$ cat config.mk
export PLATFORM = sky130hd
export DESIGN_NAME = sha256_stream_hasher
export DESIGN_NICKNAME = d
export VERILOG_FILES = /design/src/design/ssh_pkg.sv /design/src/design/ssh_round.sv /design/src/design/sha256_stream_hasher.sv
export SDC_FILE = /design/constraint.sdc
export NUM_CORES = 2
export LEC_CHECK = 0
export BUFFER_PORTS_ARGS = -buffer_cell sky130_fd_sc_hd__buf_2
export CORE_MARGIN = 2
export CORE_UTILIZATION = 59
export DETAILED_ROUTE_END_ITERATION = 7
export PLACE_DENSITY_LB_ADDON = 0.15
export REMOVE_ABC_BUFFERS = 1
export SLEW_MARGIN = 20
export SYNTH_ARGS = -nofsm -noshare
export SYNTH_HDL_FRONTEND = slang
export SYNTH_SLANG_ARGS = --single-unit
$ cat constraint.sdc
create_clock -name clk -period 15.7 [get_ports clk]
set_input_delay 2.355 -clock clk [delete_from_list [all_inputs] [get_ports clk]]
set_output_delay 2.355 -clock clk [all_outputs]
set_load 0.01 [all_outputs]
$ cat src/design/ssh_pkg.sv
// ---------------------------------------------------------------------------
// ssh_pkg
// shared types and constants of the sha-256 stream hasher
// ---------------------------------------------------------------------------
`timescale 1ns / 1ps
`default_nettype none

package ssh_pkg;

  typedef logic [7:0][31:0] hash_t;

  localparam logic [31:0] PAD_WORD = 32'h8000_0000;

  localparam hash_t INIT_VEC = '{
    32'h5be0cd19, 32'h1f83d9ab, 32'h9b05688c, 32'h510e527f,
    32'ha54ff53a, 32'h3c6ef372, 32'hbb67ae85, 32'h6a09e667
  };

  localparam logic [31:0] ROUND_K [64] = '{
    32'h428a2f98, 32'h71374491, 32'hb5c0fbcf, 32'he9b5dba5,
    32'h3956c25b, 32'h59f111f1, 32'h923f82a4, 32'hab1c5ed5,
    32'hd807aa98, 32'h12835b01, 32'h243185be, 32'h550c7dc3,
    32'h72be5d74, 32'h80deb1fe, 32'h9bdc06a7, 32'hc19bf174,
    32'he49b69c1, 32'hefbe4786, 32'h0fc19dc6, 32'h240ca1cc,
    32'h2de92c6f, 32'h4a7484aa, 32'h5cb0a9dc, 32'h76f988da,
    32'h983e5152, 32'ha831c66d, 32'hb00327c8, 32'hbf597fc7,
    32'hc6e00bf3, 32'hd5a79147, 32'h06ca6351, 32'h14292967,
    32'h27b70a85, 32'h2e1b2138, 32'h4d2c6dfc, 32'h53380d13,
    32'h650a7354, 32'h766a0abb, 32'h81c2c92e, 32'h92722c85,
    32'ha2bfe8a1, 32'ha81a664b, 32'hc24b8b70, 32'hc76c51a3,
    32'hd192e819, 32'hd6990624, 32'hf40e3585, 32'h106aa070,
    32'h19a4c116, 32'h1e376c08, 32'h2748774c, 32'h34b0bcb5,
    32'h391c0cb3, 32'h4ed8aa4a, 32'h5b9cca4f, 32'h682e6ff3,
    32'h748f82ee, 32'h78a5636f, 32'h84c87814, 32'h8cc70208,
    32'h90befffa, 32'ha4506ceb, 32'hbef9a3f7, 32'hc67178f2
  };

  function automatic logic [31:0] rotr(input logic [31:0] x, input int n);
    rotr = (x >> n) | (x << (32 - n));
  endfunction

endpackage

`default_nettype wire

$ cat src/design/ssh_round.sv
// ---------------------------------------------------------------------------
// ssh_round
// one sha-256 compression round on the working variables
// ---------------------------------------------------------------------------
`timescale 1ns / 1ps
`default_nettype none

module ssh_round (
  input  ssh_pkg::hash_t v,
  input  logic [31:0]    k,
  input  logic [31:0]    w,
  output ssh_pkg::hash_t v_next
);
  import ssh_pkg::*;

  logic [31:0] sig1, ch, sig0, maj, t1, t2;

  // round functions, v[0] is a
  always_comb begin
    sig1 = rotr(v[4], 6) ^ rotr(v[4], 11) ^ rotr(v[4], 25);
    ch   = (v[4] & v[5]) ^ (~v[4] & v[6]);
    sig0 = rotr(v[0], 2) ^ rotr(v[0], 13) ^ rotr(v[0], 22);
    maj  = (v[0] & v[1]) ^ (v[0] & v[2]) ^ (v[1] & v[2]);
    t1   = v[7] + sig1 + ch + k + w;
    t2   = sig0 + maj;
    v_next[7] = v[6];
    v_next[6] = v[5];
    v_next[5] = v[4];
    v_next[4] = v[3] + t1;
    v_next[3] = v[2];
    v_next[2] = v[1];
    v_next[1] = v[0];
    v_next[0] = t1 + t2;
  end

endmodule

`default_nettype wire

$ cat src/design/sha256_stream_hasher.sv
// ---------------------------------------------------------------------------
// sha256_stream_hasher
// sha-256 over big-endian words with padding and digest output
// ---------------------------------------------------------------------------
// channel  handshake            payload
// in       in_valid / in_stall  msg_word, valid_bytes, last_word
// out      out_valid/ out_stall digest_word, digest_index, digest_last
//
// an item that does not close a block frees the input for the next; the
// sixteenth word starts a compression (16 rounds on stored words, 48 that
// first expand one through the two read ports of the schedule memory) and the
// chain add. a last item adds padding words, one a cycle outside compressions,
// one or two compressions, then eight digest items, each held until taken.
// reset is synchronous; no clearing pass. out_stall only holds the digest.
// ---------------------------------------------------------------------------
`timescale 1ns / 1ps
`default_nettype none

module sha256_stream_hasher (
  input  logic        clk,
  input  logic        rst,
  input  logic        in_valid,
  output logic        in_stall,
  input  logic [31:0] msg_word,
  input  logic [2:0]  valid_bytes,
  input  logic        last_word,
  output logic        out_valid,
  input  logic        out_stall,
  output logic [31:0] digest_word,
  output logic [2:0]  digest_index,
  output logic        digest_last
);
  import ssh_pkg::*;

  typedef enum logic [7:0] {
    S_IDLE  = 8'b0000_0001,
    S_PAD   = 8'b0000_0010,
    S_RD_A  = 8'b0000_0100,
    S_RD_B  = 8'b0000_1000,
    S_WCALC = 8'b0001_0000,
    S_ROUND = 8'b0010_0000,
    S_FINAL = 8'b0100_0000,
    S_OUT   = 8'b1000_0000
  } state_t;

  typedef enum logic [2:0] {
    PAD_80   = 3'b001,
    PAD_FILL = 3'b010,
    PAD_LO   = 3'b100
  } pad_t;

  state_t      state;
  pad_t        pad_step;
  logic        pad_active, finish;
  logic [3:0]  pos;
  logic [63:0] bit_len;
  logic [5:0]  round;
  logic [2:0]  out_idx;
  hash_t       chain, v, v_next;
  logic [31:0] w_reg, x2, x7, w_new, w_round;

  // schedule memory, one write port and two registered read ports
  logic [31:0] sched [16];
  logic        we;
  logic [3:0]  wa, ra0, ra1;
  logic [31:0] wd, rd0, rd1;

  always_ff @(posedge clk) begin
    if (we) begin
      sched[wa] <= wd;
    end
    rd0 <= sched[ra0];
    rd1 <= sched[ra1];
  end

  logic        in_acc, out_acc;
  logic [2:0]  cnt;
  logic [31:0] keep, mark, push_word;
  logic        push_en;

  assign in_acc  = in_valid && !in_stall;
  assign out_acc = out_valid && !out_stall;
  assign in_stall  = (state != S_IDLE);
  assign out_valid = (state == S_OUT);
  assign digest_word  = chain[out_idx];
  assign digest_index = out_idx;
  assign digest_last  = (out_idx == 3'd7);

  // effective byte count and masking of the closing word
  always_comb begin
    cnt = (!last_word || valid_bytes > 3'd4) ? 3'd4 : valid_bytes;
    case (cnt)
      3'd0:    begin keep = 32'h0000_0000; mark = 32'h8000_0000; end
      3'd1:    begin keep = 32'hff00_0000; mark = 32'h0080_0000; end
      3'd2:    begin keep = 32'hffff_0000; mark = 32'h0000_8000; end
      3'd3:    begin keep = 32'hffff_ff00; mark = 32'h0000_0080; end
      default: begin keep = 32'hffff_ffff; mark = 32'h0000_0000; end
    endcase
  end

  // word pushed into the block this cycle
  always_comb begin
    push_en   = 1'b0;
    push_word = 32'h0;
    if (state == S_IDLE && in_acc) begin
      push_en   = 1'b1;
      push_word = (msg_word & keep) | mark;
    end else if (state == S_PAD) begin
      push_en = 1'b1;
      unique case (pad_step)
        PAD_80:   push_word = PAD_WORD;
        PAD_FILL: push_word = (pos == 4'd14) ? bit_len[63:32] : 32'h0;
        PAD_LO:   push_word = bit_len[31:0];
        default:  push_word = 32'h0;
      endcase
    end
  end

  // message schedule expansion
  always_comb begin
    w_new = (rotr(x2, 17) ^ rotr(x2, 19) ^ (x2 >> 10)) + x7
          + (rotr(rd0, 7) ^ rotr(rd0, 18) ^ (rd0 >> 3)) + rd1;
    w_round = (round < 6'd16) ? rd0 : w_reg;
  end

  // memory port selection
  always_comb begin
    we  = push_en;
    wa  = pos;
    wd  = push_word;
    ra0 = round[3:0];
    ra1 = round[3:0];
    if (state == S_WCALC) begin
      we = 1'b1;
      wa = round[3:0];
      wd = w_new;
    end
    if (state == S_RD_A && round >= 6'd16) begin
      ra0 = round[3:0] - 4'd2;
      ra1 = round[3:0] - 4'd7;
    end else if (state == S_RD_B) begin
      ra0 = round[3:0] - 4'd15;
      ra1 = round[3:0];
    end
  end

  ssh_round u_round (
    .v      (v),
    .k      (ROUND_K[round]),
    .w      (w_round),
    .v_next (v_next)
  );

  // sequencer
  always_ff @(posedge clk) begin
    if (rst) begin
      state      <= S_IDLE;
      pad_step   <= PAD_80;
      pad_active <= 1'b0;
      finish     <= 1'b0;
      pos        <= 4'd0;
      bit_len    <= 64'd0;
      round      <= 6'd0;
      out_idx    <= 3'd0;
      chain      <= INIT_VEC;
    end else begin
      // accepted item
      if (state == S_IDLE && in_acc) begin
        bit_len <= bit_len + 64'({cnt, 3'b000});
        if (last_word) begin
          pad_active <= 1'b1;
          pad_step   <= (cnt == 3'd4) ? PAD_80 : PAD_FILL;
          // a word that closes the block goes to the compression first
          if (pos != 4'd15) begin
            state <= S_PAD;
          end
        end
      end
      // padding step
      if (state == S_PAD) begin
        unique case (pad_step)
          PAD_80:   pad_step <= PAD_FILL;
          PAD_FILL: if (pos == 4'd14) pad_step <= PAD_LO;
          PAD_LO:   finish <= 1'b1;
          default:  pad_step <= PAD_80;
        endcase
      end
      // block position, full block starts compression
      if (push_en) begin
        if (pos == 4'd15) begin
          pos   <= 4'd0;
          v     <= chain;
          round <= 6'd0;
          state <= S_RD_A;
        end else begin
          pos <= pos + 4'd1;
        end
      end
      unique case (state)
        S_RD_A: state <= (round < 6'd16) ? S_ROUND : S_RD_B;
        S_RD_B: begin
          x2    <= rd0;
          x7    <= rd1;
          state <= S_WCALC;
        end
        S_WCALC: begin
          w_reg <= w_new;
          state <= S_ROUND;
        end
        S_ROUND: begin
          v <= v_next;
          if (round == 6'd63) begin
            state <= S_FINAL;
          end else begin
            round <= round + 6'd1;
            state <= S_RD_A;
          end
        end
        S_FINAL: begin
          for (int i = 0; i < 8; i++) begin
            chain[i] <= chain[i] + v[i];
          end
          round <= 6'd0;
          if (finish) begin
            state   <= S_OUT;
            out_idx <= 3'd0;
          end else if (pad_active) begin
            state <= S_PAD;
          end else begin
            state <= S_IDLE;
          end
        end
        S_OUT: begin
          if (out_acc) begin
            out_idx <= out_idx + 3'd1;
            if (out_idx == 3'd7) begin
              chain      <= INIT_VEC;
              pos        <= 4'd0;
              bit_len    <= 64'd0;
              pad_active <= 1'b0;
              finish     <= 1'b0;
              state      <= S_IDLE;
            end
          end
        end
        default: ;
      endcase
    end
  end

  // checks
  a_out_blocks_in: assert property (@(posedge clk) disable iff (rst)
    out_valid |-> in_stall) else $error("input taken while digest pending");
  a_last_round: assert property (@(posedge clk) disable iff (rst)
    (state == S_ROUND && round == 6'd63) |=> state == S_FINAL)
    else $error("compression did not end after round 63");
  a_digest_done: assert property (@(posedge clk) disable iff (rst)
    (out_acc && digest_last) |=> (!out_valid && !in_stall))
    else $error("hasher not idle after last digest item");

endmodule

`default_nettype wire

==> impl_metrics.toml <==
[clock_tree]
htreeDepth = 4
cts_resized = 0
numCtsBuffers = 142
insertion_delay_ps = 800
cts_root_buffer = "clkbuf_16"
clock_path_buffers = 3
cts_tree = "done"
clock-sinks = 1271
cts.hold.buffers_added = 0
cts_setup_buffers = 0
clk_pin_slew_ps = 60

[worst_setup_path]
cp-end-kind = "register"
r2r_start = "round[0]"
arrival_ps = 10080
cp_max_fo = 17
cpMaxStageDelayCell = "dfxtp_1"
r2r_cells = 33
cp_slowest_stage_delay_ps = 780
critPathLaunch = "round[0]"
required_ps = 16210
worstSetupPathType = "reg -> reg"
worstSetupEndpoint = "v[28]"
reg2reg_slack_ps = 6130
start_kind = "register"
reg2reg_to = "v[28]"

[route]
dr.pass1.iters = 6
vias = 62982
wirelength_mm = 281
drc = 0
wire_per_inst_um = 29.7
vias_per_cell = 6.66
drt_iter0_markers = 8109
ant_nets = 0

[pwr]
ir_drop_mv = 0.104
power.internal_mw = 6.41
switchingPower_mw = 2.95
power_density_nw_per_um2 = 106
comb_power_share_pct = 23.2
p_seq_share_pct = 39.7
p_leak_nw = 34.8
p_sw_share_pct = 31.5
power_frac_clock_pct = 37.1

[yosys]
synth_cell_types = 100
yosysSeqAreaShare_pct = 41.8
syn_area_per_cell_um2 = 10.7
syn_inst = 7600
synth-seq-cells = 1271
ys_warn_count = 0
synth_area_um2 = 81500
async_reset_ff_share_pct = 0
synth_top_flop_cell = "edfxtp_1"
synth-edff-count = 864

[global_route]
grt_first_pass_wirelength_mm = 410
antenna_found_initial = 15
track_usage_pct = 39.6
grt_max_degree = 161
grt_pass1_vias = 60761
grt.overflow.total = 0

[final_layout]
regMostFlops = "sched"
mostFrequentLayoutCell = "nand2_1"
largest_register_ffs = 512
num-fill-cells = 10829
area_growth_pct = 8.62
drive_above_1_share_pct = 11.8
finalNetCount = 8181
stdcell_count = 9452
layout_common_cells = "nand2_1, edfxtp_1, inv_1"
largestRegisters = "sched: 512 flops, chain: 256 flops, v: 256 flops"

[timing]
fin_crit_sh_pct = 61.0
period_minus_slack_ps = 9570
slew_violations = 0
final_hold_viol_count = 0
tightest_slew_ps = 1250
finalSetupViolCount = 0
fmax_ghz = 0.104
rsz0062_at_grt = "false"
clock-skew-final_ps = 44.4
fin_setup_tns_ps = 0
max_slew_margin_pct = 16.1

[die]
die_h_um = 376
io_pins = 78
fp.dieW_um = 376
die-area_um2 = 141000
start_util_pct = 59.4
fp-row-count = 136
core_um2 = 137000

[placement]
io_buffers = 77
dpl.cell_count = 9187
gp_congestion = 1.00
hpwl_mm = 202

[job]
maxCapViolations = 0

[status]
status = "finished, final reports clean"

[worst_hold_path]
hold_class = "reg -> reg"
-- worst min path at each step --
stage / startpoint / slack (ps) / depth (start not counted) / to
floorplan: rd1[10] / 410 / 0 / x7[10]
global placement: rd1[1] / 420 / 0 / x7[1]
detailed placement: rd1[30] / 420 / 0 / x7[30]
CTS: rd1[5] / 440 / 0 / x7[5]
global route: rd1[9] / 460 / 0 / x7[9]
finish: rd1[5] / 440 / 0 / x7[5]
-- final cells by class --
class                           instances  area [um2]  area share, %
Tap cell                             1794        2240           2.53
Clock inverter                         66         877          0.990
Inverter                              496        1860           2.10
Multi-Input combinational cell       5444       44300           50.0
Sequential cell                      1271       34100           38.5
Antenna cell                            7        17.5         0.0198
Clock buffer                          192        3930           4.43
Timing Repair Buffer                  182        1230           1.39
-- cells by family (layout without fill, tap and decap cells) --
family / Yosys count / count (layout) / share of synthesized area [%]
other: 0 / 7 / 0
muxes: 499 / 499 / 11.7
buffers and inverters: 885 / 936 / 4.24
DFF: 1271 / 1271 / 41.8
AOI/OAI and AO/OA: 1704 / 1704 / 13.4
xor gates and xnor gates: 624 / 624 / 6.70
and+or+nand+nor: 2009 / 2009 / 11.0
adders and majority gates: 608 / 608 / 11.1
-- per-stage QoR --
stage	hold WS, ps	cell area (um2)	utilization, %	total power [mW]	worst slack (ps)
after floorplan	408	79900	-	5.10	-13950
after global placement	416	83700	61.0	5.85	6460
after detailed placement	418	83700	61.0	5.88	6340
after CTS	439	88500	64.5	9.32	6290
after global routing	455	88500	64.5	9.65	5590
final	439	88600	64.5	9.36	6130
-- critical path: cells and delay by family (launching register included) --
family / cells / cell delay, ps
compound gates: 16 / 3980
xor+xnor: 2 / 380
fa+ha+maj: 5 / 2180
buf+inv: 5 / 580
flops: 1 / 780
simple gates: 5 / 1380
-- layer usage --
layer	global-route usage [%]	part of all wire, %	wire length [um]
met5	0	0.014	39
met4	17.8	5.1	14300
met3	9.29	11	30500
met2	58.7	44	123000
met1	55.5	40	113000
-- power by group through the flow --
stage          clock (mW)  combinational, mW  sequential, mW
6_report             3.47               2.18            3.72
5_1_grt              3.62               2.32            3.71
4_1_cts              3.49               2.12            3.71
3_5_place_dp            0               2.10            3.78
3_3_place_gp            0               2.07            3.78
2_1_floorplan           0               1.35            3.75
-- cells in the mapped netlist (all sizes together) (97+ instances only) --
master / number / share of area, %
a21o: 220 / 2.0
a21oi: 444 / 2.7
a22oi: 97 / 0.89
clkbuf: 299 / 1.4
dfxtp: 407 / 10
edfxtp: 864 / 32
fa: 197 / 4.8
ha: 407 / 6.2
inv: 494 / 2.3
mux4: 356 / 9.8
nand2: 905 / 4.2
nand2b: 146 / 1.1
nand3: 110 / 0.68
nor2: 484 / 2.2
o21ai: 373 / 2.3
xnor2: 369 / 4.0
xor2: 255 / 2.7
No activity file was read; power rests on OpenSTA's default activity.
